--- src/rtl/spmd_pkg.sv ---
// Shared types and constants for the shortest path block.
// No dependencies; used by every file except the assertion macro header.
`default_nettype none

package spmd_pkg;

    localparam int NODES_DEFAULT = 32;
    localparam int NODE_W        = 5;
    localparam int WEIGHT_W      = 27;
    localparam int EDGE_W        = WEIGHT_W + 1;
    localparam int DIST_W        = 32;

    localparam logic [WEIGHT_W-1:0] WEIGHT_LIMIT = WEIGHT_W'(100000000);

    // edge entry: valid bit above the weight
    localparam logic [EDGE_W-1:0] EDGE_DIAG = {1'b1, {WEIGHT_W{1'b0}}};
    localparam logic [EDGE_W-1:0] EDGE_NONE = '0;

    localparam logic [1:0] OP_CLEAR  = 2'd0;
    localparam logic [1:0] OP_ADD    = 2'd1;
    localparam logic [1:0] OP_RUN    = 2'd2;

    localparam logic [1:0] ST_OK      = 2'd0;
    localparam logic [1:0] ST_REJECT  = 2'd1;
    localparam logic [1:0] ST_UNREACH = 2'd2;
    localparam logic [1:0] ST_EMPTY   = 2'd3;

    typedef struct packed {
        logic [1:0]          op;
        logic [NODE_W-1:0]   node_a;
        logic [NODE_W-1:0]   node_b;
        logic [WEIGHT_W-1:0] edge_weight;
    } req_t;

    typedef struct packed {
        logic [1:0]        status;
        logic [DIST_W-1:0] max_distance;
    } rsp_t;

endpackage

`default_nettype wire

--- src/rtl/spmd_ram.sv ---
// Generic single write port, single read port RAM with registered read.
// No dependencies beyond the package defaults.
`default_nettype none

module spmd_ram #(
    parameter int WIDTH = spmd_pkg::EDGE_W,
    parameter int DEPTH = spmd_pkg::NODES_DEFAULT,
    localparam int AW = $clog2(DEPTH)
) (
    input  logic             clk,
    input  logic             we,
    input  logic [AW-1:0]    waddr,
    input  logic [WIDTH-1:0] wdata,
    input  logic [AW-1:0]    raddr,
    output logic [WIDTH-1:0] rdata
);

    logic [WIDTH-1:0] mem_reg [DEPTH];
    logic [WIDTH-1:0] rdata_reg;

    always_ff @(posedge clk)
    begin
        if (we)
        begin
            mem_reg[waddr] <= wdata;
        end
        rdata_reg <= mem_reg[raddr];
    end

    assign rdata = rdata_reg;

endmodule

`default_nettype wire

--- config.mk ---
export PLATFORM = sky130hd
export DESIGN_NAME = spmd_ram
export DESIGN_NICKNAME = d
export VERILOG_FILES = /design/src/rtl/spmd_pkg.sv /design/src/rtl/spmd_ram.sv
export SDC_FILE = /design/constraint.sdc
export NUM_CORES = 1
export LEC_CHECK = 0
export ABC_AREA = 1
export BUFFER_PORTS_ARGS = -buffer_cell sky130_fd_sc_hd__buf_4
export CAP_MARGIN = 20
export CELL_PAD_IN_SITES_DETAIL_PLACEMENT = 0
export CELL_PAD_IN_SITES_GLOBAL_PLACEMENT = 2
export CORE_ASPECT_RATIO = 0.9
export CORE_MARGIN = 4
export CORE_UTILIZATION = 25
export CTS_CLUSTER_SIZE = 20
export DETAILED_ROUTE_END_ITERATION = 16
export PLACE_DENSITY = 0.48
export SYNTH_ARGS = -nofsm -noshare
export SYNTH_HDL_FRONTEND = slang
export SYNTH_SLANG_ARGS = --single-unit
--- constraint.sdc ---
create_clock -name clk -period 3.85 [get_ports clk]
set_clock_uncertainty 0.1 [all_clocks]
set_input_delay 0.1925 -clock clk [delete_from_list [all_inputs] [get_ports clk]]
set_output_delay 0.1925 -clock clk [all_outputs]
set_load 0.005 [all_outputs]
==> reports/results.tsv <==
metric	value	unit
Tcrit/Tclk final	52.5	%
final hold vios	0	
Clock Latency Late Sink	0.73	ns
Yosys warnings	0	
largest cells by area after synthesis	edfxtp_1 (72%), nand2_1 (13%), nand3_1 (9.2%), dfxtp_1 (1.5%), buf_6 (1.5%)	
largest net degree at the start of global routing	112	
initial antenna violation count	10	
Seq/Total Area, Yosys	74.0	%
Port Buffer Count	67	
Max FO, Critical Path	19	
iteration count of the initial detailed-routing pass	5	
I/O pin count	68	
EDFF count, synth	896	
routability cong.	0.734	
post-synthesis register bit count	924	
initial drt markers	1706	
Final HPWL DP	72.1	mm
Setup CP Type	input pin to register	
fill cell count	15000	
first-pass GRT wire length	182	mm
nets@finish	3231	
Yosys top cell by area	edfxtp_1	
area fraction of the dominant cell type after synthesis	72.5	%
Synth top cells by count	nand2_1 (1260), edfxtp_1 (896), nand3_1 (684), buf_2 (67), buf_6 (48)	
clock sinks	924	
# rows	133	
vias in the first global route	24000	
post-DR vias/cell	4.53	
P_int	18100	uW
vias	23800	
RSZ-0062 raised after global routing	false	
combinational power share	6.4	%
count leader, synth	nand2_1	
WL/cell	24.4	um
Slew @ Worst Pin	1.10	ns
Die W	414	um
Final Max Slew Viols	0	
initial core utilization	25.3	%
WP data required	4.17	ns
final setup vio count	0	
CTS buffer count	106	
status	complete, no violations	
Max Root-Sink Buffers	3	
core area	147000	sq um
total track usage	16.3	%
drt total wl	128	mm
max reg flops	896	
Root Buffer	clkbuf_16	
Chip Height	374	um
share of cells above drive strength 1	10.5	%
max_slew headroom	27.0	%
Netlist cell types	16	
peak supply drop	370	uV
Antenna Nets Post-Route	0	
Flop pwr share	47.8	%
fraction of registers with async set/reset	0	%
Setup Fix Bufs, Post-CTS	0	
Main synth FF type	edfxtp_1	
Mapped Area	37100	sq um
Gate Count Post-Synth	3100	
startpoint types	input pin	
Fmax achieved	495	MHz
Tmin final	2.02	ns
TritonCTS clock tree	yes	
clock network power share	45.8	%
Critical Path AT	2.34	ns
Worst setup EP type	register	
grt total ovfl	0	
Post-Syn Nets	3140	
PwrDens	535	nW/um^2
DRC Markers	0	
Design Area, Final	44000	sq um
Area Overhead vs Synth	18.4	%
Placed Area	40000	sq um
clk slew on worst S/H paths	0.06	ns
H-tree levels	3	
Psw	5400	uW
Max-Cap Viols	0	
Hold WC Path Type	input pin to register	
Avg Inst Size Synth	12.0	sq um
P_leak	0.0157	uW
die area	155000	sq um
switching share of power	23.0	%
Final TNS setup	0	ns
==> stage by stage <==
stage                     setup slack [ns]  total power (uW)  utilization (%)  hold slack (ns)  std cells
after global placement                1.01             13000             27.2            0.488       5011
after CTS                             1.86             23900             29.9          0.00450       5242
final                                 1.83             23500             30.0           0.0644       5247
after floorplan                       1.65             12200                -            0.191       3100
after global routing                  1.79             24500             29.9           0.0443       5242
after detailed placement              1.05             13000             27.2            0.486       5011
==> power groups by stage <==
stage                     registers (uW)  logic (uW)  clock network, uW
after floorplan                    11400         770                  0
after global placement             11500        1520                  0
after detailed placement           11500        1520                  0
after CTS                          11200        1560              11100
after global routing               11200        1670              11500
final                              11200        1500              10800
==> logic make-up after synthesis <==
group	synth area share (%)
buf+inv	3.72
flops	74.0
simple gates	22.3
==> worst max-delay path, cell delays in order <==
cell	delay, ns
buf_4	0.13
inv_1	0.07
nand3_1	0.65
nor2_4	0.93
buf_4	0.33
==> path summary, 6_finish.rpt <==
| kind | start | to | slack [ns] | depth (start not counted) |
|---|---|---|---|---|
| max | waddr[0] | mem_reg[26][27] | 1.83 | 5 |
| min | raddr[3] | rdata[2] | 0.06 | 5 |
| max reg2reg | mem_reg[31][7] | rdata[7] | 2.35 | 8 |
| min reg2reg | mem_reg[6][19] | rdata[19] | 0.65 | 8 |
==> what timing repair did <==
| item | in CTS | in global routing |
|---|---|---|
| hold endpoints to repair | 901 | 0 |
| resized for setup | 0 | 0 |
| hold buffers | 29 | 0 |
==> layout by cell type (no fill, tap or decap) <==
master         netlist  final
nand2_1           1260   1260
edfxtp_1           896    896
nand3_1            684    684
buf_4               37    112
clkbuf_16            0    107
nor2_4               0     32
dlygate4sd3_1        0     29
buf_12               1     29
dfxtp_1             28     28
clkinv_1             0     21
clkinv_2             0     19
bufinv_16            0     19
clkbuf_1            32     18
clkbuf_8             0      9
diode_2              0      5
inv_1                7      5
inv_6                0      5
clkinvlp_4           0      4
clkinv_8             0      2
buf_8                2      2
inv_12               0      1
inv_8                1      1
inv_2                1      1
buf_6               48      1
==> area by class of cell <==
class	count	area [sq um]	area share (%)
Tap cell	1957	2450	5.57
Clock inverter	68	837	1.90
Sequential cell	924	27500	62.5
Inverter	10	63.8	0.145
Timing Repair Buffer	173	1750	3.99
Antenna cell	5	12.5	0.0285
Clock buffer	134	2870	6.53
Multi-Input combinational cell	1976	8510	19.4
==> routing by layer <==
| metal | wire (um) | share of wire (%) | vias to the layer above | global-route usage (%) |
|---|---|---|---|---|
| li1 | - | - | 11000 | - |
| met1 | 61100 | 48 | 12200 | 23.2 |
| met2 | 59300 | 46 | 453 | 26.2 |
| met3 | 4900 | 3.8 | 145 | 2.39 |
| met4 | 2480 | 1.9 | 0 | 3.54 |
| met5 | 0 | 0 | - | 0 |
No activity file was read; power rests on OpenSTA's default activity.
